$ cat src/rtl/gmps_pkg.sv
package gmps_pkg;

  // Defaults for the top-level parameters.
  localparam int DEF_MAX_COLS   = 1024;
  localparam int DEF_DATA_WIDTH = 16;
  localparam int DEF_SUM_WIDTH  = 32;

  // Column-count register.
  localparam int                   CFG_WIDTH      = 11;
  localparam logic [CFG_WIDTH-1:0] NUM_COLS_RESET = CFG_WIDTH'(1024);

  // Per-cell control flags handed from the column tracker to the update stage.
  typedef struct packed {
    logic first_row;  // cell belongs to the first row of the matrix
    logic col_zero;   // cell sits in column zero
    logic last_col;   // cell closes its row
    logic exact_end;  // cell sits exactly in the last column
    logic eom;        // cell carries the end-of-matrix mark
  } cell_ctl_t;

  // Status of the update stage, seen by the top level.
  typedef struct packed {
    logic valid;    // a cell is held in the update stage
    logic eom;      // that cell ends the matrix
    logic advance;  // the cell retires in this cycle
  } stage_stat_t;

endpackage

$ cat src/rtl/gmps_sum_if.sv
interface gmps_sum_if #(
  parameter int SUM_WIDTH = gmps_pkg::DEF_SUM_WIDTH
);
  logic                        valid;
  logic                        ready;
  logic signed [SUM_WIDTH-1:0] max_sum;
  logic                        incomplete_row;

  modport source (output valid, output max_sum, output incomplete_row, input ready);
  modport sink (input valid, input max_sum, input incomplete_row, output ready);
endinterface

$ cat src/rtl/gmps_update.sv
module gmps_update #(
  parameter int MAX_COLS   = gmps_pkg::DEF_MAX_COLS,
  parameter int DATA_WIDTH = gmps_pkg::DEF_DATA_WIDTH,
  parameter int SUM_WIDTH  = gmps_pkg::DEF_SUM_WIDTH,
  parameter int COL_W      = (MAX_COLS > 1) ? $clog2(MAX_COLS) : 1
) (
  input  logic                         clk,
  input  logic                         rst,
  input  logic                         accept,
  input  gmps_pkg::cell_ctl_t          ctl_in,
  input  logic [COL_W-1:0]             col_in,
  input  logic [COL_W-1:0]             rd_addr,
  input  logic signed [DATA_WIDTH-1:0] value_in,
  input  logic [SUM_WIDTH-1:0]         ram_rdata,
  output logic                         wr_en,
  output logic [COL_W-1:0]             wr_addr,
  output logic [SUM_WIDTH-1:0]         wr_data,
  output gmps_pkg::stage_stat_t        stat,
  gmps_sum_if.source                   sums
);
  import gmps_pkg::*;

  localparam int EXT_W = ((DATA_WIDTH > SUM_WIDTH) ? DATA_WIDTH : SUM_WIDTH) + 2;
  localparam logic signed [EXT_W-1:0] SUM_MAX_EXT =
    (EXT_W'(1) <<< (SUM_WIDTH - 1)) - EXT_W'(1);
  localparam logic signed [EXT_W-1:0] SUM_MIN_EXT = -SUM_MAX_EXT - EXT_W'(1);
  localparam logic signed [SUM_WIDTH-1:0] SUM_MIN = {1'b1, {(SUM_WIDTH - 1){1'b0}}};

  // Stage registers for the cell under update.
  logic                         b_valid;
  cell_ctl_t                    b_ctl;
  logic [COL_W-1:0]             b_col;
  logic signed [DATA_WIDTH-1:0] b_value;
  logic                         fwd_hit;
  logic signed [SUM_WIDTH-1:0]  fwd_data;

  // Previous-row sums around the current column, and the running row maximum.
  logic signed [SUM_WIDTH-1:0]  up_sum;
  logic signed [SUM_WIDTH-1:0]  left_sum;
  logic signed [SUM_WIDTH-1:0]  row_best;

  logic                         advance;
  logic signed [SUM_WIDTH-1:0]  ahead_sum;
  logic signed [SUM_WIDTH-1:0]  best;
  logic signed [EXT_W-1:0]      total;
  logic signed [SUM_WIDTH-1:0]  sum;
  logic                         new_best;
  logic signed [SUM_WIDTH-1:0]  best_out;

  // The stage retires unless an end cell meets a full, untaken result register.
  assign advance = b_valid && (!b_ctl.eom || !sums.valid || sums.ready);

  assign stat.valid   = b_valid;
  assign stat.eom     = b_ctl.eom;
  assign stat.advance = advance;

  // Pick the best reachable neighbor and add the cell with saturation.
  always_comb begin
    ahead_sum = fwd_hit ? fwd_data : $signed(ram_rdata);
    best      = up_sum;
    if (!b_ctl.col_zero && (left_sum > best)) begin
      best = left_sum;
    end
    if (!b_ctl.last_col && (ahead_sum > best)) begin
      best = ahead_sum;
    end
    if (b_ctl.first_row) begin
      best = '0;
    end
    total = EXT_W'(best) + EXT_W'(b_value);
    if (total > SUM_MAX_EXT) begin
      sum = SUM_WIDTH'(SUM_MAX_EXT);
    end else if (total < SUM_MIN_EXT) begin
      sum = SUM_MIN;
    end else begin
      sum = SUM_WIDTH'(total);
    end
    new_best = b_ctl.col_zero || (sum > row_best);
    best_out = new_best ? sum : row_best;
  end

  // Write back the new sum of this column.
  assign wr_en   = advance;
  assign wr_addr = b_col;
  assign wr_data = sum;

  // Load the stage on an accepted beat. A read that hits the entry being
  // written in the same cycle takes the new sum instead of the memory data.
  always_ff @(posedge clk) begin
    if (rst) begin
      b_valid <= 1'b0;
    end else if (accept) begin
      b_valid <= 1'b1;
    end else if (advance) begin
      b_valid <= 1'b0;
    end
  end

  always_ff @(posedge clk) begin
    if (accept) begin
      b_ctl    <= ctl_in;
      b_col    <= col_in;
      b_value  <= value_in;
      fwd_hit  <= b_valid && (b_col == rd_addr);
      fwd_data <= sum;
    end
  end

  // Neighbor registers shift by one column per retired cell. A one-cell row
  // feeds its own sum forward as the next row's upper neighbor.
  always_ff @(posedge clk) begin
    if (rst) begin
      up_sum   <= '0;
      left_sum <= '0;
      row_best <= SUM_MIN;
    end else if (advance) begin
      up_sum   <= (b_ctl.last_col && b_ctl.col_zero) ? sum : ahead_sum;
      left_sum <= up_sum;
      row_best <= b_ctl.eom ? SUM_MIN : best_out;
    end
  end

  // Result register.
  always_ff @(posedge clk) begin
    if (rst) begin
      sums.valid <= 1'b0;
    end else if (advance && b_ctl.eom) begin
      sums.valid <= 1'b1;
    end else if (sums.ready) begin
      sums.valid <= 1'b0;
    end
  end

  always_ff @(posedge clk) begin
    if (advance && b_ctl.eom) begin
      sums.max_sum        <= best_out;
      sums.incomplete_row <= !b_ctl.exact_end;
    end
  end

endmodule

$ cat src/flat_wrapper.sv
// flat-port wrapper written by rule: the top's interface ports become plain ports
module gmps_update_flat import gmps_pkg::*;
#(
  parameter int MAX_COLS   = gmps_pkg::DEF_MAX_COLS,
  parameter int DATA_WIDTH = gmps_pkg::DEF_DATA_WIDTH,
  parameter int SUM_WIDTH  = gmps_pkg::DEF_SUM_WIDTH,
  parameter int COL_W      = (MAX_COLS > 1) ? $clog2(MAX_COLS) : 1
)
  (clk, rst, accept, ctl_in, col_in, rd_addr, value_in, ram_rdata, wr_en, wr_addr, wr_data, stat, sums_valid, sums_max_sum, sums_incomplete_row, sums_ready);
  gmps_sum_if #(.SUM_WIDTH(SUM_WIDTH)) sums_i ();
  input  logic clk;
  input  logic rst;
  input  logic accept;
  input  gmps_pkg::cell_ctl_t ctl_in;
  input  logic [COL_W-1:0] col_in;
  input  logic [COL_W-1:0] rd_addr;
  input  logic signed [DATA_WIDTH-1:0] value_in;
  input  logic [SUM_WIDTH-1:0] ram_rdata;
  output logic wr_en;
  output logic [COL_W-1:0] wr_addr;
  output logic [SUM_WIDTH-1:0] wr_data;
  output gmps_pkg::stage_stat_t stat;
  output wire logic [$bits(sums_i.valid)-1:0] sums_valid;
  output wire logic [$bits(sums_i.max_sum)-1:0] sums_max_sum;
  output wire logic [$bits(sums_i.incomplete_row)-1:0] sums_incomplete_row;
  input wire logic [$bits(sums_i.ready)-1:0] sums_ready;
  assign sums_valid = sums_i.valid;
  assign sums_max_sum = sums_i.max_sum;
  assign sums_incomplete_row = sums_i.incomplete_row;
  assign sums_i.ready = sums_ready;
  gmps_update #(.MAX_COLS(MAX_COLS), .DATA_WIDTH(DATA_WIDTH), .SUM_WIDTH(SUM_WIDTH), .COL_W(COL_W)) u_core (.clk(clk), .rst(rst), .accept(accept), .ctl_in(ctl_in), .col_in(col_in), .rd_addr(rd_addr), .value_in(value_in), .ram_rdata(ram_rdata), .wr_en(wr_en), .wr_addr(wr_addr), .wr_data(wr_data), .stat(stat), .sums(sums_i));
endmodule
$ cat config.mk
export PLATFORM = sky130hd
export DESIGN_NAME = gmps_update_flat
export DESIGN_NICKNAME = d
export VERILOG_FILES = /design/src/rtl/gmps_pkg.sv /design/src/rtl/gmps_sum_if.sv /design/src/rtl/gmps_update.sv /design/src/flat_wrapper.sv
export SDC_FILE = /design/constraint.sdc
export NUM_CORES = 1
export LEC_CHECK = 0
export ABC_AREA = 1
export BUFFER_PORTS_ARGS = -buffer_cell sky130_fd_sc_hd__clkbuf_2
export CORE_ASPECT_RATIO = 0.9
export CORE_MARGIN = 2
export CORE_UTILIZATION = 45
export CTS_BUF_LIST = sky130_fd_sc_hd__clkbuf_16
export DETAILED_ROUTE_END_ITERATION = 16
export HOLD_SLACK_MARGIN = 0.12
export MAX_ROUTING_LAYER = met4
export PLACE_DENSITY = 0.66
export SLEW_MARGIN = 10
export SYNTH_ARGS = -nofsm -noshare
export SYNTH_HDL_FRONTEND = slang
export SYNTH_SLANG_ARGS = --single-unit
$ cat constraint.sdc
create_clock -name clk -period 6.8 [get_ports clk]
set_input_delay 0 -clock clk [delete_from_list [all_inputs] [get_ports clk]]
set_output_delay 0 -clock clk [all_outputs]
set_load 0.005 [all_outputs]
# Word level (Yosys, flattened, before mapping)
# Index checks and enable logic that the tools add are counted.
# classes
n_lt_le_gt_ge,5
n_addsub,1
n_reduce_logical,16
n_mux,13
n_eq_ne,1
# ops
cell,count
2-to-1 mux 32 bit,9
greater-than comparator 32 bit,3
greater-than comparator 34 x 32 -> 1 bit (second input constant),1
less-than comparator 34 x 32 -> 1 bit (second input constant),1
adder 32 x 16 -> 33 bit,1
equality test 10 bit,1
logical AND 1 bit,6
logical NOT 1 bit,5
2-to-1 mux 1 bit,4
nonzero test 2 bit,2
logical OR 1 bit,3
# totals
out_inout_bits,80
regBits,195
input_bits,77

# Depth between registers and ports, before layout
# depth
depth_word,15
mapped_depth,68
ltp_nobuf,66

# Least setup slack after synthesis
# OpenSTA, ideal clock, no wires.
# synth_path
path_kind,register to register
startpoint,reg u_core.up_sum[31]
endpoint,"reg u_core.sums.max_sum[10], data pin"
synth_period_minus_slack_ns,7.161
path_buffers,4
slack_ns,-0.361
required_time_ns,6.545
t_arrival_ns,6.906
stages_incl_launch_ff,56
path_cell_list,dfxtp_1 -> inv_1 -> ha_1 -> nand2_1 -> nor2_1 -> nand4_1 -> nor4_2 -> nand2_1 -> a21o_1 -> nand3_1 -> buf_4 -> nand2_1 -> and2_1 -> ha_1 -> nand2_1 -> nor4_1 -> nand2_1 -> inv_1 -> (+20 left out) -> nand2_8 -> buf_12 -> nand2_4 -> nand2_2 -> ha_1 -> nand2_1 -> nor3_1 -> nand2_1 -> nand2_1 -> nand2_1 -> nand2_1 -> nand2_1 -> nand3_1 -> nand2_1 -> inv_1 -> clkbuf_1 -> nand2_1 -> and2_1
# synth_via
elab_chain_cells,14
word_cells_on_any_way,15
# synth_lines
item,line,source
start: declaration,gmps_update.sv:38,logic signed [SUM_WIDTH-1:0] up_sum;
start signal: assignment,gmps_update.sv:117,up_sum <= (b_ctl.last_col && b_ctl.col_zero) ? sum : ahead_sum;
greater-than comparator 32 bit,gmps_update.sv:61,if (!b_ctl.col_zero && (left_sum > best)) begin
logical AND 1 bit,gmps_update.sv:61,
2-to-1 mux 32 bit (*),gmps_update.sv:61,
greater-than comparator 32 bit,gmps_update.sv:64,if (!b_ctl.last_col && (ahead_sum > best)) begin
logical AND 1 bit,gmps_update.sv:64,
2-to-1 mux 32 bit (*),gmps_update.sv:64,
2-to-1 mux 32 bit (*),gmps_update.sv:67,if (b_ctl.first_row) begin
adder 32 x 16 -> 33 bit (*),gmps_update.sv:70,total = EXT_W'(best) + EXT_W'(b_value);
less-than comparator 34 x 32 -> 1 bit,gmps_update.sv:73,end else if (total < SUM_MIN_EXT) begin
2-to-1 mux 32 bit,gmps_update.sv:73,
2-to-1 mux 32 bit (*),gmps_update.sv:71,if (total > SUM_MAX_EXT) begin
named net wr_data[31],flat_wrapper.sv:21,output logic [SUM_WIDTH-1:0] wr_data;
greater-than comparator 32 bit (*),gmps_update.sv:78,new_best = b_ctl.col_zero || (sum > row_best);
logical OR 1 bit (*),gmps_update.sv:78,
2-to-1 mux 32 bit (*),gmps_update.sv:79,best_out = new_best ? sum : row_best;
named net u_core.best_out[10],gmps_update.sv:48,logic signed [SUM_WIDTH-1:0] best_out;
end signal: assignment,gmps_update.sv:136,sums.max_sum <= best_out;
end: declaration,gmps_sum_if.sv:9,"modport source (output valid, output max_sum, output incomplete_row, input ready);"
# The timed path passes the listed nets; every way through them passes the cells marked *.
# A chain may end at the register's enable or synchronous reset.

# Final worst setup path
# layout_path
startpoint,reg u_core.up_sum[31]
endpoint,"reg u_core.sums.max_sum[27], data pin"
# layout_via
elab_chain_cells,14
word_cells_on_any_way,15
# layout_lines
item,line
greater-than comparator 32 bit,gmps_update.sv:61
logical AND 1 bit,gmps_update.sv:61
2-to-1 mux 32 bit (*),gmps_update.sv:61
greater-than comparator 32 bit,gmps_update.sv:64
logical AND 1 bit,gmps_update.sv:64
2-to-1 mux 32 bit (*),gmps_update.sv:64
2-to-1 mux 32 bit (*),gmps_update.sv:67
adder 32 x 16 -> 33 bit (*),gmps_update.sv:70
less-than comparator 34 x 32 -> 1 bit,gmps_update.sv:73
2-to-1 mux 32 bit,gmps_update.sv:73
2-to-1 mux 32 bit (*),gmps_update.sv:71
greater-than comparator 32 bit,gmps_update.sv:78
logical OR 1 bit,gmps_update.sv:78
2-to-1 mux 32 bit (*),gmps_update.sv:79
named net u_core.best_out[27],gmps_update.sv:48
# Marks and branches as above.

==> metrics.cfg <==
[logic_synthesis]
post_synth.cell_area_avg_um2 = 7.416
synth.most_common_cell = sky130_fd_sc_hd__nand2_1
post_synth_edffs = 97
synth_area_leader_cell = sky130_fd_sc_hd__edfxtp_1
synth_commonest_cells = sky130_fd_sc_hd__nand2_1, sky130_fd_sc_hd__inv_1, sky130_fd_sc_hd__a21oi_1
yosys_register_bits = 195
netlist_top_cells_area = sky130_fd_sc_hd__edfxtp_1, sky130_fd_sc_hd__dfxtp_1, sky130_fd_sc_hd__nand2_1, sky130_fd_sc_hd__ha_1, sky130_fd_sc_hd__inv_1
synth_warnings = 0
yosys.area.top_type_share = 0.2025
syn_inst = 1940
syn-cell-area_mm2 = 0.01439
asyncSetResetFlopFracSynth = 0
netlist-cell-type-count = 48
ys_seq_area_frac = 0.3388
synth_nets = 2146
yosys_most_used_dff = sky130_fd_sc_hd__dfxtp_1

[cts]
insertion_delay_ns = 0.46
tritoncts = done
numCtsBuffers = 17
clock_tree.root_cell = sky130_fd_sc_hd__clkbuf_16
clk_transition_reported_paths_ns = 0.08
tritoncts_num_sinks = 195
clk_path_buf_depth = 2
htree_levels = 4

[power]
ir_drop_mv = 0.2460
switch_share = 0.4321
netSwitchingPower_w = 0.003450
p_clk_frac = 0.128
cellLeakagePower_nw = 10.41
combPwrFrac = 0.672
pwr_density_cell_mw_per_mm2 = 356.0
internal_power_w = 0.004534
power_frac_seq = 0.200

[timing]
fin_ws_ns = -1.071
timing.fmax_ghz = 0.1271
worstMarginPinSlew_ns = 1.232
report.final.slew_viol_count = 0
setup_viol_count_final = 64
layout_worst_path_cycle_share = 1.157
final_hold_viol_count = 0
min_period_ns = 7.871
worst_clock_skew_ns = 0.01988
slew_headroom = 0.1758
rsz0062_at_grt = yes

[global_route]
grt-ovfl-total = 0
antenna_found_initial = 1
grt_pass1_vias = 14420
grt_pass1_wl_um = 77360
gr-usage-all-layers = 0.3094
grt_max_degree = 67

[floorplanning]
core_region_area_mm2 = 0.03173
die_area_mm2 = 0.03342
floorplan.rows = 62
chipWidth_um = 192.5
initial_core_util = 0.4535
y_dimension_of_the_die_um = 173.6
floorplan.io_pins = 157

[critical_path]
number_of_stages_on_the_worst_setup_path = 59
highest_fanout_seen_on_the_critical_path = 15
critical_path.max_stage_delay_ns = 0.37
cpMaxStageDelayCell = sky130_fd_sc_hd__fa_2
worst_path_most_repeated_cell = sky130_fd_sc_hd__nand2_2
worst-setup-path-type = reg2reg
worstPathArrival_ns = 8.08
worstSetupStartpointType = register
worst_setup_path_end_kind = register
cp_num_buf_inv = 10
critical_path.top_delay_family = simple AND/OR/NAND/NOR gates
rr_worst_depth = 59
required_time_reported_for_the_critical_path_endpoint_ns = 7.01

[final_layout]
sequential_cell_area_mm2 = 0.004888
drive_gt1_frac = 0.4378
fillCellCount = 2317
area_of_the_multi_input_gates_mm2 = 0.01024
non_filler_cells_final = 2934
fin_nets = 2708
area.growth.synth_to_final_pct = 55.89

[route]
drcViolationCount = 0
dr_total_vias = 15770
route.final.wire_length_um = 56250
wl_per_cell_um = 19.17
drt_iter0_markers = 1483
post_route_ant_nets = 0
drt_pass1_iterations = 6
routed_via_density = 5.376

[min_path]
worst_min_delay_path_category = in2reg
timing.hold.worst_path_depth = 5

[status]
status = finished, violations left
failed_checks = setup timing

[placed_design]
dp_worst_setup_slack_ns = -1.098
input_output_buffers = 156
placed_cell_count = 2771
place.gp.congestion = 0.9312
dp.final_hpwl_um = 36950

[run]
maxCapViolations = 0

-- metrics by stage --
stage	instance area (um2)	power, W	hold slack [ns]	util	setup TNS (ns)
after floorplan	14520	0.003690	0.09887	-	0
after global placement	18060	0.005266	0.1766	0.5694	-57.60
after detailed placement	18060	0.005333	0.1786	0.5694	-65.52
after CTS	19690	0.006546	0.1201	0.6205	-41.96
after global routing	22420	0.008346	0.1900	0.7068	-93.91
final	22430	0.007984	0.1133	0.7069	-61.39
-- cell families after synthesis --
kind of cell               count (synthesis)  synth area share
AOI/OAI and AO/OA                        392            0.1437
xor gates and xnor gates                  19           0.01157
adders and majority gates                129            0.1127
buffers and inverters                    380            0.1073
DFF                                      195            0.3388
muxes                                      1         0.0006957
and+or+nand+nor                          824            0.2852
-- power by group through the flow --
stage	clock (W)	combinational, W	sequential (W)
after floorplan	0	0.00210	0.00159
after global placement	0	0.00366	0.00160
after detailed placement	0	0.00372	0.00161
after CTS	0.00102	0.00393	0.00159
after global routing	0.00106	0.00568	0.00161
final	0.00102	0.00537	0.00160
-- layout by cell type, fill, tap and decap left out, drive strengths merged, types with 2 or more instances in the layout --
| master | synthesis | final |
|---|---|---|
| nand2 | 506 | 506 |
| buf | 34 | 402 |
| inv | 298 | 304 |
| a21oi | 206 | 206 |
| clkbuf | 48 | 185 |
| o21ai | 153 | 153 |
| nand3 | 130 | 130 |
| ha | 128 | 128 |
| dfxtp | 98 | 98 |
| edfxtp | 97 | 97 |
| nor2 | 67 | 67 |
| and2 | 62 | 62 |
| dlygate4sd3 | 0 | 55 |
| nand4 | 44 | 44 |
| xor2 | 13 | 13 |
| o21bai | 11 | 11 |
| a21o | 7 | 7 |
| nor3 | 7 | 7 |
| xnor2 | 6 | 6 |
| nor4 | 5 | 5 |
| clkinv | 0 | 5 |
| o211ai | 4 | 4 |
| diode | 0 | 3 |
| clkinvlp | 0 | 3 |
| a31oi | 3 | 3 |
| o21a | 2 | 2 |
| o22ai | 2 | 2 |
-- routing by layer --
layer / track usage / vias up / wire, um
met1: 0.4322 / 7497 / 24240
met3: 0.03947 / 122 / 3681
met4: 0.08620 / 0 / 1742
li1: - / 7504 / -
met2: 0.4705 / 649 / 26590
met5: - / - / 0
-- layout make-up --
class / instances / area share
multi-input combinational: 1365 / 0.4565
timing repair buffer: 625 / 0.2269
sequential: 195 / 0.2180
inverter: 298 / 0.05032
tap: 416 / 0.02321
clock buffer: 17 / 0.01897
clock inverter: 15 / 0.005857
antenna: 3 / 0.0003347
-- final timing paths --
check | from | end | slack, ns
setup / recovery | u_core.up_sum[31]$_SDFFE_PP0P_ | u_core.sums.max_sum[27]$_DFFE_PP_ | -1.07
hold / removal | ram_rdata[30] | u_core.up_sum[30]$_SDFFE_PP0P_ | 0.11
setup reg to reg | u_core.up_sum[31]$_SDFFE_PP0P_ | u_core.sums.max_sum[27]$_DFFE_PP_ | -1.07
hold reg to reg | u_core.row_best[24]$_SDFFE_PP0P_ | u_core.row_best[24]$_SDFFE_PP0P_ | 0.47
-- worst reg2reg max path: cells and delay by family (launching register included) --
kind                     cells  cell delay (ns)
AO/OA/AOI/OAI                6             0.95
adder cells (fa/ha/maj)      5             1.16
buffers and inverters       10             1.31
flip-flops                   1             0.35
AND/OR/NAND/NOR             38             3.85
-- sequential cells by signal (all words and copies together), names as in the netlist, 4 cells and up --
register and cells:
u_core.wr_addr 10, u_core.b_ctl 4, u_core.left_sum 32, u_core.fwd_data 32, u_core.up_sum 32, u_core.sums.max_sum 32, u_core.row_best 32, u_core.b_value 16
-- repair_timing --
item / 4_1_cts / 5_1_grt
pin swaps: 9 / 141
cloned: 4 / 13
buffers inserted: 4 / 53
hold buffers: 55 / 0
endpoints found under the hold margin: 54 / 0
gates resized for setup: 71 / 447
endpoints found under the setup margin: 64 / 130
(Power assumes the default switching activity.)
