===== src/rtl/gmps_pkg.sv =====
package gmps_pkg;

  // Defaults for the top-level parameters.
  localparam int DEF_MAX_COLS   = 1024;
  localparam int DEF_DATA_WIDTH = 16;
  localparam int DEF_SUM_WIDTH  = 32;

  // Column-count register.
  localparam int                   CFG_WIDTH      = 11;
  localparam logic [CFG_WIDTH-1:0] NUM_COLS_RESET = CFG_WIDTH'(1024);

  // Per-cell control flags handed from the column tracker to the update stage.
  typedef struct packed {
    logic first_row;  // cell belongs to the first row of the matrix
    logic col_zero;   // cell sits in column zero
    logic last_col;   // cell closes its row
    logic exact_end;  // cell sits exactly in the last column
    logic eom;        // cell carries the end-of-matrix mark
  } cell_ctl_t;

  // Status of the update stage, seen by the top level.
  typedef struct packed {
    logic valid;    // a cell is held in the update stage
    logic eom;      // that cell ends the matrix
    logic advance;  // the cell retires in this cycle
  } stage_stat_t;

endpackage


===== src/rtl/gmps_col_ctrl.sv =====
module gmps_col_ctrl #(
  parameter int MAX_COLS = gmps_pkg::DEF_MAX_COLS,
  parameter int COL_W    = (MAX_COLS > 1) ? $clog2(MAX_COLS) : 1
) (
  input  logic                             clk,
  input  logic                             rst,
  input  logic                             cfg_we,
  input  logic [gmps_pkg::CFG_WIDTH-1:0]   cfg_wdata,
  input  logic                             accept,
  input  logic                             eom,
  output logic [COL_W-1:0]                 col,
  output logic [COL_W-1:0]                 rd_addr,
  output gmps_pkg::cell_ctl_t              ctl
);
  import gmps_pkg::*;

  localparam int CNT_W = $clog2(MAX_COLS + 1);

  logic [CFG_WIDTH-1:0] num_cols;
  logic [COL_W-1:0]     col_index, col_index_next;
  logic                 first_row, first_row_next;
  logic [31:0]          cols_wide;
  logic [CNT_W-1:0]     eff_cols;
  logic [CNT_W-1:0]     col_plus1;
  logic                 last_col;

  // Column-count register.
  always_ff @(posedge clk) begin
    if (rst) begin
      num_cols <= NUM_COLS_RESET;
    end else if (cfg_we) begin
      num_cols <= cfg_wdata;
    end
  end

  // A count of zero acts as one; a count above the row buffer is clamped.
  always_comb begin
    cols_wide = 32'(num_cols);
    if (cols_wide == 32'd0) begin
      eff_cols = CNT_W'(1);
    end else if (cols_wide > 32'(MAX_COLS)) begin
      eff_cols = CNT_W'(MAX_COLS);
    end else begin
      eff_cols = CNT_W'(cols_wide);
    end
  end

  // Row position of the cell at the input and the read-ahead address.
  // The last cell of a row fetches column zero for the next row.
  always_comb begin
    col_plus1     = CNT_W'(col_index) + CNT_W'(1);
    last_col      = (col_plus1 >= eff_cols);
    rd_addr       = last_col ? '0 : COL_W'(col_plus1);
    col           = col_index;
    ctl.first_row = first_row;
    ctl.col_zero  = (col_index == '0);
    ctl.last_col  = last_col;
    ctl.exact_end = (col_plus1 == eff_cols);
    ctl.eom       = eom;
  end

  // Advance the column on every accepted beat; the end mark starts a new matrix.
  always_comb begin
    col_index_next = col_index;
    first_row_next = first_row;
    if (accept) begin
      if (eom) begin
        col_index_next = '0;
        first_row_next = 1'b1;
      end else if (last_col) begin
        col_index_next = '0;
        first_row_next = 1'b0;
      end else begin
        col_index_next = COL_W'(col_plus1);
      end
    end
  end

  always_ff @(posedge clk) begin
    if (rst) begin
      col_index <= '0;
      first_row <= 1'b1;
    end else begin
      col_index <= col_index_next;
      first_row <= first_row_next;
    end
  end

endmodule


===== config.mk =====
export PLATFORM = sky130hd
export DESIGN_NAME = gmps_col_ctrl
export DESIGN_NICKNAME = d
export VERILOG_FILES = /design/src/rtl/gmps_pkg.sv /design/src/rtl/gmps_col_ctrl.sv
export SDC_FILE = /design/constraint.sdc
export NUM_CORES = 1
export LEC_CHECK = 0
export BUFFER_PORTS_ARGS = -buffer_cell sky130_fd_sc_hd__buf_4
export CORE_MARGIN = 2
export CORE_UTILIZATION = 30
export CTS_CLUSTER_DIAMETER = 60
export CTS_CLUSTER_SIZE = 12
export DETAILED_ROUTE_END_ITERATION = 8
export GPL_TIMING_DRIVEN = 0
export PLACE_DENSITY = 0.66
export SLEW_MARGIN = 25
export SYNTH_ARGS = -nofsm -noshare
export SYNTH_HDL_FRONTEND = slang
export SYNTH_SLANG_ARGS = --single-unit

===== constraint.sdc =====
create_clock -name clk -period 2.7 [get_ports clk]
set_input_delay 0.405 -clock clk [delete_from_list [all_inputs] [get_ports clk]]
set_output_delay 0.405 -clock clk [all_outputs]
set_load 0.05 [all_outputs]

Word level (Yosys, flattened, before mapping)
Cells that the tools add are included.

Reductions and logical operators: 4. Div/mod/pow operators: 0. Multiplexer cells: 6. Shifts and indexed selects: 0. Equal/unequal tests: 1. Add/sub/neg operators: 1. Multipliers: 0. Bitwise gates (word level): 0. Order comparisons: 2.

Operators by type and width (count): 11-bit 2-to-1 mux (2); 10-bit 2-to-1 mux (2); 10-bit by 1-bit adder with 11-bit output (second input constant) (1); 11-bit == test (1); 11-bit greater-or-equal comparator (1); 11-bit greater-than comparator (second input constant) (1); 11-bit logical NOT (1); 10-bit logical NOT (1); 1-bit 2-to-1 mux (2); 2-bit AND reduction (1); 2-bit nonzero test (1).

Bits of input ports: 16. Register bits after elaboration: 22. Bits in writable memories: 0. Output and inout port bits: 25. Bits in latches: 0. ROM bits: 0. Word-level logic and storage cells: 17. Memories kept: 0.

Depth between registers and ports, before layout
Gate-level depths: netlist of the first run.

Depth after elaboration: 6. Depth in mapped cells: 12. Mapped depth without buffers: 11.

Worst setup path before layout of the first run
No wires, ideal clock.

Path kind: register to output. From: register col_index[2], in the netlist col[2]. To: output rd_addr[0]. Buffers on the path: 1. Stages on the path, launching flop included: 13. Data required time: 2.295 ns. Slack: -0.978 ns. Arrival time: 3.273 ns. Cell sequence: dfxtp_1 > and4_1 > and3_1 > nand2_1 > xor2_1 > inv_1 > ha_1 > a211oi_1 > nor2_1 > a211oi_2 > nand2_1 > buf_2 > nor2_1.

Word-level cells in the longest chain between the ends: 3.

RTL lines: start, declared (line gmps_col_ctrl.sv:20) `logic [COL_W-1:0] col_index, col_index_next;`; start signal, assigned (line gmps_col_ctrl.sv:84) `col_index <= col_index_next;`; 10-bit by 1-bit adder with 11-bit output (line gmps_col_ctrl.sv:51) `col_plus1 = CNT_W'(col_index) + CNT_W'(1);`; 11-bit greater-or-equal comparator (line gmps_col_ctrl.sv:52) `last_col = (col_plus1 >= eff_cols);`; via last_col (line gmps_col_ctrl.sv:25) `logic last_col;`; 10-bit 2-to-1 mux (line gmps_col_ctrl.sv:53) `rd_addr = last_col ? '0 : COL_W'(col_plus1);`; end, declared (line gmps_col_ctrl.sv:12) `output logic [COL_W-1:0] rd_addr,`.

The timed path passes the listed nets, and every way through them passes these cells.

Worst setup path after layout of the first run
From: register col_index[3], in the netlist col[3]. To: output rd_addr[9].

Word-level cells in the longest chain between the ends: 3.

RTL lines (line): 10-bit by 1-bit adder with 11-bit output (*) (gmps_col_ctrl.sv:51); 11-bit greater-or-equal comparator (gmps_col_ctrl.sv:52); 10-bit 2-to-1 mux (*) (gmps_col_ctrl.sv:53).

Mark *: on every way between the ends. The rest lies on a longest branch, timed or not.

==> impl_metrics.ini, run 1 <==
[cts]
cts_made_buffers = 3
clk_latency_ps = 260
clkSinkCount = 22
clock_path_buffers = 2
cts_htree_levels = 1
path_clk_slew_ps = 80
root_buffer = clkbuf_8
cts_tree = yes

[yosys]
synthCells = 167
synthFlopType = dfxtp_1
syn-cell-area_um2 = 1310
synth_common_cells = nand2_1, nor2_1, dfxtp_1, inv_1, ha_1
yosysSeqAreaShare = 0.3362
ys_ff_latch = 22
syn_avg_cell_area_um2 = 7.844
yosys_warnings = 0
synth.most_common_cell = nand2_1
synth_async_sr_flop_share = 0
syn_nets = 196
synthTopCellsByArea = dfxtp_1, ha_1, nand2_1
netlist-cell-type-count = 28
synth.largest_area_cell = dfxtp_1
yosysTopAreaCellShare = 0.3362
synth_edf_count = 0

[status]
status = finished with violations
violations = setup timing

[floorplan]
rows = 24
ios = 41
die_y_um = 70.08
die_x_um = 70.08
fp.coreArea_um2 = 4294
die-area_um2 = 4911
start_util = 0.3051

[drt]
drtAntennaViolNets = 0
vias = 1382
drt_iter0_drc = 88
drc = 0
avgRoutedWirePerCell_um = 13.62
dr.pass1.iters = 4
routed_wl_um = 3895
avgViaCountPerCell = 4.832

[global_route]
grt-ovfl-total = 0
gr-usage-all-layers = 0.1590
grt_pass1_vias = 1343
antenna_found_initial = 0
grt_pass1_wl_um = 6341
grt_max_degree = 13

[timing]
final_hold_viol_count = 0
max-slew-margin-rel = 0.5204
clock.fmax_mhz = 323.9
rsz0062_at_grt = true
period_minus_slack_ps = 3088
whs_ps = 362.5
slew_violations = 0
finalCritPeriodShare = 1.144
skew_ps = 3.264
setup_violations = 12
setup_slack_ps = -387.6
tightest_slew_ps = 716.7

[critical_path]
crit_fanout = 3
crit_chain = and4_4, and3_4, nand2_4, xor2_4, inv_2, ha_4, a211oi_2, nor2_1, a211oi_2, nand2_4, buf_4, nor2_2, buf_6
reg2reg_slack_ps = 180
start_kind = register
r2r_start = col[3]
crit_type = reg -> out
required_ps = 2300
cp-startpoint = col[3]
crit_family = simple AND/OR/NAND/NOR gates
slowest_delay_ps = 360
slowest_stage = dfxtp_4
end_kind = output port
worst-path-buf-inv = 3
worst_ep_arrival_time_ps = 2680

[final_layout]
fill_cells = 396
postLayoutCoreUtil = 0.5428
diodes = 0
fin_nets = 264
drive_gt1_frac = 0.5214
area_growth_pct = 77.94

[pwr]
p_int_uw = 568.4
vdd_drop_max_v = 0.0003888
p_sw_uw = 253.0
switching_share = 0.3080
power.density_nw_per_um2 = 352.4
leakage_nw = 1.044
p_clk_frac = 0.293
seqPwrFrac = 0.420
combPwrFrac = 0.287

[place]
dp_hpwl_um = 2471
portBuffers = 40
gp_congestion = 0.7694

[job]
maxCapViolations = 0

[min_path]
worstHoldStart = cfg_wdata[10]
hp-class = in -> reg
-- layout by cell type (no fill, tap or decap), types with 2 or more instances in the layout --
cell,count
a211oi_2,2
a21oi_1,4
a31oi_1,2
and4_4,2
buf_4,51
buf_6,9
buf_8,4
clkbuf_1,2
clkbuf_8,4
dfxtp_1,14
dfxtp_2,3
dfxtp_4,5
ha_1,9
ha_4,4
inv_1,12
inv_2,2
mux2i_1,10
nand2_1,25
nand2_4,2
nand4_1,2
nand4_4,2
nor2_1,14
nor2_4,10
nor2b_1,2
nor4_1,4
o21ai_0,2
o21ai_1,6
o21ai_2,5
xor2_2,5
xor2_4,2
-- metal layers --
layer  GRT usage  wire length [um]  share of wire
met5           0                 0              0
met4     0.01923                16         0.0041
met3     0.03463               161          0.041
met2      0.2804              1988           0.51
met1      0.2046              1728           0.44
-- cell families (layout without fill, tap and decap cells) --
kind of cell,Yosys count,in the layout,synth area share
and+or+nand+nor,71,72,0.2435
xor gates and xnor gates,8,8,0.05349
buffers and inverters,21,87,0.07068
adders and majority gates,13,13,0.1242
AOI/OAI and AO/OA,22,22,0.09551
muxes,10,10,0.07641
DFF,22,22,0.3362
-- final timing paths --
path | depth (start not counted) | end
hold reg to reg | 2 | col[1]
setup reg to reg | 13 | col[3]
hold / removal | 3 | num_cols[10]
setup / recovery | 13 | rd_addr[9]
-- timing repair --
action | CTS | global route
buffers inserted | 18 | 8
hold buffers | 0 | 0
endpoints found under the hold margin | 0 | 0
endpoints found under the setup margin | 12 | 22
gates cloned | 1 | 1
pin swaps | 11 | 11
resized for setup | 38 | 14
-- layout make-up --
type                    instances  area, um2  area share
multi-input cells             125       1091      0.4681
repair buffers                 62      545.5      0.2340
flip-flops and latches         22      462.9      0.1986
well taps                      52      65.06     0.02791
plain buffers                   7      58.81     0.02523
clock buffers                   4      55.05     0.02362
inverters                      14      52.55     0.02254
-- power groups by stage --
stage	combinational, mW	clock [mW]	sequential, mW
CTS	0.227	0.250	0.345
global route	0.253	0.265	0.348
detailed placement	0.184	0	0.353
floorplan	0.123	0	0.357
global placement	0.182	0	0.353
finish	0.235	0.241	0.345
-- sequential cells by signal, summed over array words and instances (netlist names) --
| register | cells |
|---|---|
| num_cols | 11 |
| first_row | 1 |
| col | 10 |
-- per-stage QoR --
| stage | cells | total power [mW] | area, um2 | setup TNS, ps | setup slack, ps |
|---|---|---|---|---|---|
| 2_1_floorplan | 167 | 0.4804 | 1486 | -2112 | -214.5 |
| 3_3_place_gp | 259 | 0.5347 | 1852 | -3597 | -395.9 |
| 6_report | 286 | 0.8214 | 2331 | -4239 | -387.6 |
| 5_1_grt | 286 | 0.8655 | 2331 | -5687 | -505.6 |
| 3_5_place_dp | 259 | 0.5375 | 1852 | -3833 | -418.7 |
| 4_1_cts | 282 | 0.8227 | 2222 | -7397 | -431.4 |
-- worst reg2reg max path, stage by stage (launching register included) --
cell and delay (ps):
dfxtp_4 360, and4_4 220, and3_4 230, nand2_4 80
xor2_4 160, inv_2 80, ha_4 200, a211oi_2 180
nor2_1 70, a211oi_2 270, buf_4 170, buf_4 130
nand4_4 150, o21ai_2 170
No activity file was read; power rests on OpenSTA's default activity.
==> inputs of run 2 (changes only) <==
Settings changed: CELL_PAD_IN_SITES_DETAIL_PLACEMENT from default to 0, CELL_PAD_IN_SITES_GLOBAL_PLACEMENT from default to 2, CORE_UTILIZATION 30 to 25, HOLD_SLACK_MARGIN from default to 0.05, PLACE_DENSITY 0.66 to 0.86.
==> run 2 against run 1 <==
The flow still finishes with violations (setup timing). Clock power shrank 11%. Routed wire length down 7.2%. Maximum frequency about the same. Via count shrank 6.2%. Non-clock buffer count shrank 2. Die area up 19%. Largest power group unchanged.
==> impl_metrics.ini, run 2 (same netlist as run 1, synthesis figures left out) <==
[status]
violations = setup timing
status = finished with violations

[final_layout]
largest_reg_flops = 11
fill_cells = 527
layout_common_cells = buf_4, nand2_1, nor2_1, dfxtp_1, inv_1
multiInputGateArea_um2 = 1002
area_growth_pct = 70.77
diodes = 0
seqCellArea_um2 = 462.9
fin_nets = 261
largest-register = num_cols
drive_gt1_frac = 0.4762
layout_commonest_cell = buf_4

[pwr]
leakage_nw = 1.000
p_int_uw = 532.4
p_clk_frac = 0.278
combPwrFrac = 0.278
vdd_drop_max_v = 0.0003505
p_sw_uw = 239.0
switching_share = 0.3098
seqPwrFrac = 0.445
power.density_nw_per_um2 = 344.8

[critical_path]
slowest_stage = dfxtp_4
crit_fanout = 5
worst_ep_arrival_time_ps = 2680
required_ps = 2300
worst-path-buf-inv = 3
start_kind = register
crit_chain = and4_4, and3_4, nand3_4, xor2_4, inv_2, ha_4, nand4_1, nor3_2, a211oi_2, nand2_2, clkbuf_16, nor2_4, buf_8
end_kind = output port
slowest_delay_ps = 350
crit_type = reg -> out
crit_family = simple AND/OR/NAND/NOR gates

[cts]
cts_htree_levels = 1
hold_buffers = 0
clock_path_buffers = 2
clkSinkCount = 22
cts_made_buffers = 3
cts_tree = yes
root_buffer = clkbuf_8
path_clk_slew_ps = 90
clk_latency_ps = 270

[timing]
tns_ps = -4213
setup_slack_ps = -387.2
period_minus_slack_ps = 3087
rsz0062_at_grt = true
whs_ps = 344.2
setup_violations = 12
max-slew-margin-rel = 0.5045
slew_violations = 0
finalCritPeriodShare = 1.143
skew_ps = 11.32
tightest_slew_ps = 740.5
clock.fmax_mhz = 323.9
final_hold_viol_count = 0

[floorplan]
start_util = 0.2581
die-area_um2 = 5835
rows = 26
die_y_um = 76.39
die_x_um = 76.39
fp.coreArea_um2 = 5075
ios = 41

[job]
maxCapViolations = 0

[drt]
avgRoutedWirePerCell_um = 12.01
drc = 0
vias = 1296
drtAntennaViolNets = 0
avgViaCountPerCell = 4.306
dr.pass1.iters = 2
routed_wl_um = 3615
drt_iter0_drc = 31

[global_route]
grt_max_degree = 13
grt_pass1_vias = 1297
grt_pass1_wl_um = 6092
gr-usage-all-layers = 0.1288
antenna_found_initial = 0
grt-ovfl-total = 0

[min_path]
hp-class = in -> reg

[place]
gp_congestion = 0.6934
portBuffers = 40
dp_slack_ps = -397.8
dp_hpwl_um = 2614
## run 2: cell types whose count changed in the layout (fill, tap and decap cells not counted), sizes merged
| cell | change |
|---|---|
| nand4 | -1 |
| buf | -3 |
| clkbuf | +1 |
## run 2: cell type report
type	count	area share
clock buffer	4	0.02013
buffer	7	0.02629
multi-input combinational	124	0.4480
timing repair buffer	60	0.2360
sequential	22	0.2069
tap	70	0.03915
inverter	14	0.02349
## run 2: layer usage
metal,track usage,up-vias,part of all wire
li1,-,681,-
met1,0.1619,589,0.45
met2,0.2239,24,0.50
met3,0.03791,2,0.043
met4,0.01636,0,0.0053
met5,0,-,0
## run 2: final timing paths
| kind | end | startpoint | slack (ps) | depth (start not counted) |
|---|---|---|---|---|
| hold / removal | first_row | accept | 340 | 2 |
| hold reg to reg | col[1] | col[1] | 490 | 2 |
| setup / recovery | rd_addr[8] | col[5] | -390 | 13 |
| setup reg to reg | col[0] | col[5] | 160 | 12 |
## run 2: through the flow
step / total power, mW / instance area [um2] / cells / util
3_3_place_gp: 0.5365 / 1874 / 277 / 0.3693
4_1_cts: 0.7830 / 2178 / 297 / 0.4292
6_report: 0.7714 / 2237 / 301 / 0.4408
2_1_floorplan: 0.4804 / 1486 / 167 / -
5_1_grt: 0.8125 / 2237 / 301 / 0.4408
3_5_place_dp: 0.5375 / 1874 / 277 / 0.3693
## run 2: worst register-to-register path, stage by stage (launching register included)
cell      delay [ps]
dfxtp_4          350
and4_4           230
and3_4           210
nand3_4           90
xor2_4           200
inv_2             60
ha_4             240
nand4_1          100
nor3_2            70
a211oi_2         260
buf_4            150
nand4_2          260
o21ai_0          230
## run 2: power by group through the flow
stage	combinational, mW	sequential [mW]	clock (mW)
after floorplan	0.123	0.357	0
after global placement	0.183	0.353	0
after detailed placement	0.184	0.353	0
after CTS	0.217	0.343	0.223
after global routing	0.231	0.346	0.235
final	0.214	0.343	0.214
## run 2: what timing repair did
item	in CTS	in global routing
endpoints found under the setup margin	13	14
pin swaps	9	0
setup buffers	15	4
cloned	1	0
endpoints found under the hold margin	0	0
gates resized for setup	27	7
==> inputs of run 3 (changes only) <==
Settings changed: CORE_MARGIN 2 to default.
==> run 3 against run 2 <==
The run still ends with setup timing left. Design area up 2.5%. Global-route usage grew 2.1 points. Core utilization increased by 2.9 points. Non-clock buffer count rose by 3. Critical endpoint is now rd_addr[7]. Largest cell class unchanged. Largest power group unchanged.
==> impl_metrics.ini, run 3 (same netlist as run 1, synthesis figures left out) <==
[status]
status = finished with violations
violations = setup timing

[floorplan]
start_util = 0.2685
ios = 41
fp.coreArea_um2 = 4880
die-area_um2 = 5534
rows = 25
die_y_um = 74.39
die_x_um = 74.39

[min_path]
worstHoldStart = accept
min_delay_path_depth = 2
hp-class = in -> reg
hold_end = first_row

[final_layout]
area_growth_pct = 74.98
layout_common_cells = buf_4, nand2_1, nor2_1, dfxtp_1, inv_1
largest_reg_flops = 11
drive_gt1_frac = 0.4915
fin_nets = 264
largest-register = num_cols
diodes = 0
fill_cells = 500
layout_commonest_cell = buf_4

[drt]
avgRoutedWirePerCell_um = 12.53
vias = 1344
routed_wl_um = 3771
drc = 0
avgViaCountPerCell = 4.465
drtAntennaViolNets = 0
drt_iter0_drc = 62
dr.pass1.iters = 5

[job]
maxCapViolations = 0

[timing]
skew_ps = 9.228
slew_violations = 0
clock.fmax_mhz = 327.0
max-slew-margin-rel = 0.5474
final_hold_viol_count = 0
period_minus_slack_ps = 3058
setup_slack_ps = -358.2
whs_ps = 361.5
tightest_slew_ps = 676.4
setup_violations = 22
finalCritPeriodShare = 1.133
rsz0062_at_grt = true

[cts]
cts_tree = yes
clk_latency_ps = 270
cts_made_buffers = 3
clkSinkCount = 22
root_buffer = clkbuf_8
path_clk_slew_ps = 90
hold_buffers = 0
cts_htree_levels = 1
clock_path_buffers = 2

[pwr]
vdd_drop_max_v = 0.0002300
power.density_nw_per_um2 = 347.7
leakage_nw = 1.021
power.total_uw = 796.9

[place]
portBuffers = 40
gp_congestion = 0.7246
dp_hpwl_um = 2588

[critical_path]
crit_type = reg -> out
r2r_start = col[3]
r2r-end = col[4]
start_kind = register
crit_fanout = 5
worst_ep_arrival_time_ps = 2650
end_kind = output port
reg2reg_depth = 18
reg2reg_slack_ps = -300
required_ps = 2300

[global_route]
grt_max_degree = 13
grt-ovfl-total = 0
gr-usage-all-layers = 0.1502
antenna_found_initial = 0
grt_pass1_wl_um = 6223
grt_pass1_vias = 1298
-- run 3: cell types whose count changed in the layout (fill, tap and decap cells not counted), sizes merged --
cell and delta:
buf +3
-- run 3: worst max-delay path by stage --
stage,from,to,slack (ps),depth (start not counted)
finish,col[3],rd_addr[7],-360,13
global route,col[3],rd_addr[7],-520,13
CTS,col[3],ctl[2],-420,13
detailed placement,col[2],ctl[2],-410,13
global placement,col[0],ctl[2],-400,13
floorplan,col[2],rd_addr[0],-210,12
-- run 3: area by class of cell --
| cell class | instances | area [um2] | area share |
|---|---|---|---|
| multi-input combinational | 124 | 1023 | 0.4465 |
| timing repair buffer | 63 | 565.5 | 0.2467 |
| sequential | 22 | 462.9 | 0.2020 |
| tap | 67 | 83.83 | 0.03657 |
| buffer | 7 | 58.81 | 0.02566 |
| inverter | 14 | 52.55 | 0.02293 |
| clock buffer | 4 | 45.04 | 0.01965 |
-- run 3: worst max-delay path, cell delays in order, from the launching register on --
cell	delay [ps]
dfxtp_4	360
and4_4	240
and3_4	200
nand3_2	90
xor2_2	190
inv_2	60
ha_4	240
nand4_1	100
nor3_2	70
a211oi_2	230
nand2_2	160
clkbuf_16	200
nor2_4	100
buf_8	150
-- run 3: metal layers --
metal	up-vias	global-route usage	wire, um
met2	34	0.2422	1819
li1	689	-	-
met3	2	0.03659	152
met4	0	0.03774	23
met1	619	0.2012	1775
met5	-	0	0
-- run 3: what timing repair did --
action,CTS,global route
endpoints found under the hold margin,0,0
setup endpoints to repair,12,22
gates cloned,1,0
gates resized for setup,36,11
buffers inserted,20,3
pin swaps,12,4
-- run 3: through the flow --
stage | cell area, um2 | util | worst slack [ps] | std cells | setup TNS (ps)
2_1_floorplan | 1486 | - | -214.5 | 167 | -2112
3_3_place_gp | 1871 | 0.3833 | -398.9 | 274 | -3573
3_5_place_dp | 1871 | 0.3833 | -405.7 | 274 | -3618
4_1_cts | 2218 | 0.4546 | -415.3 | 298 | -6147
5_1_grt | 2292 | 0.4697 | -521.0 | 301 | -10210
6_report | 2292 | 0.4697 | -358.2 | 301 | -6838
-- run 3: where the power goes --
part           switching (mW)  internal, mW
combinational           0.126         0.108
sequential             0.0114         0.333
clock                   0.112         0.105
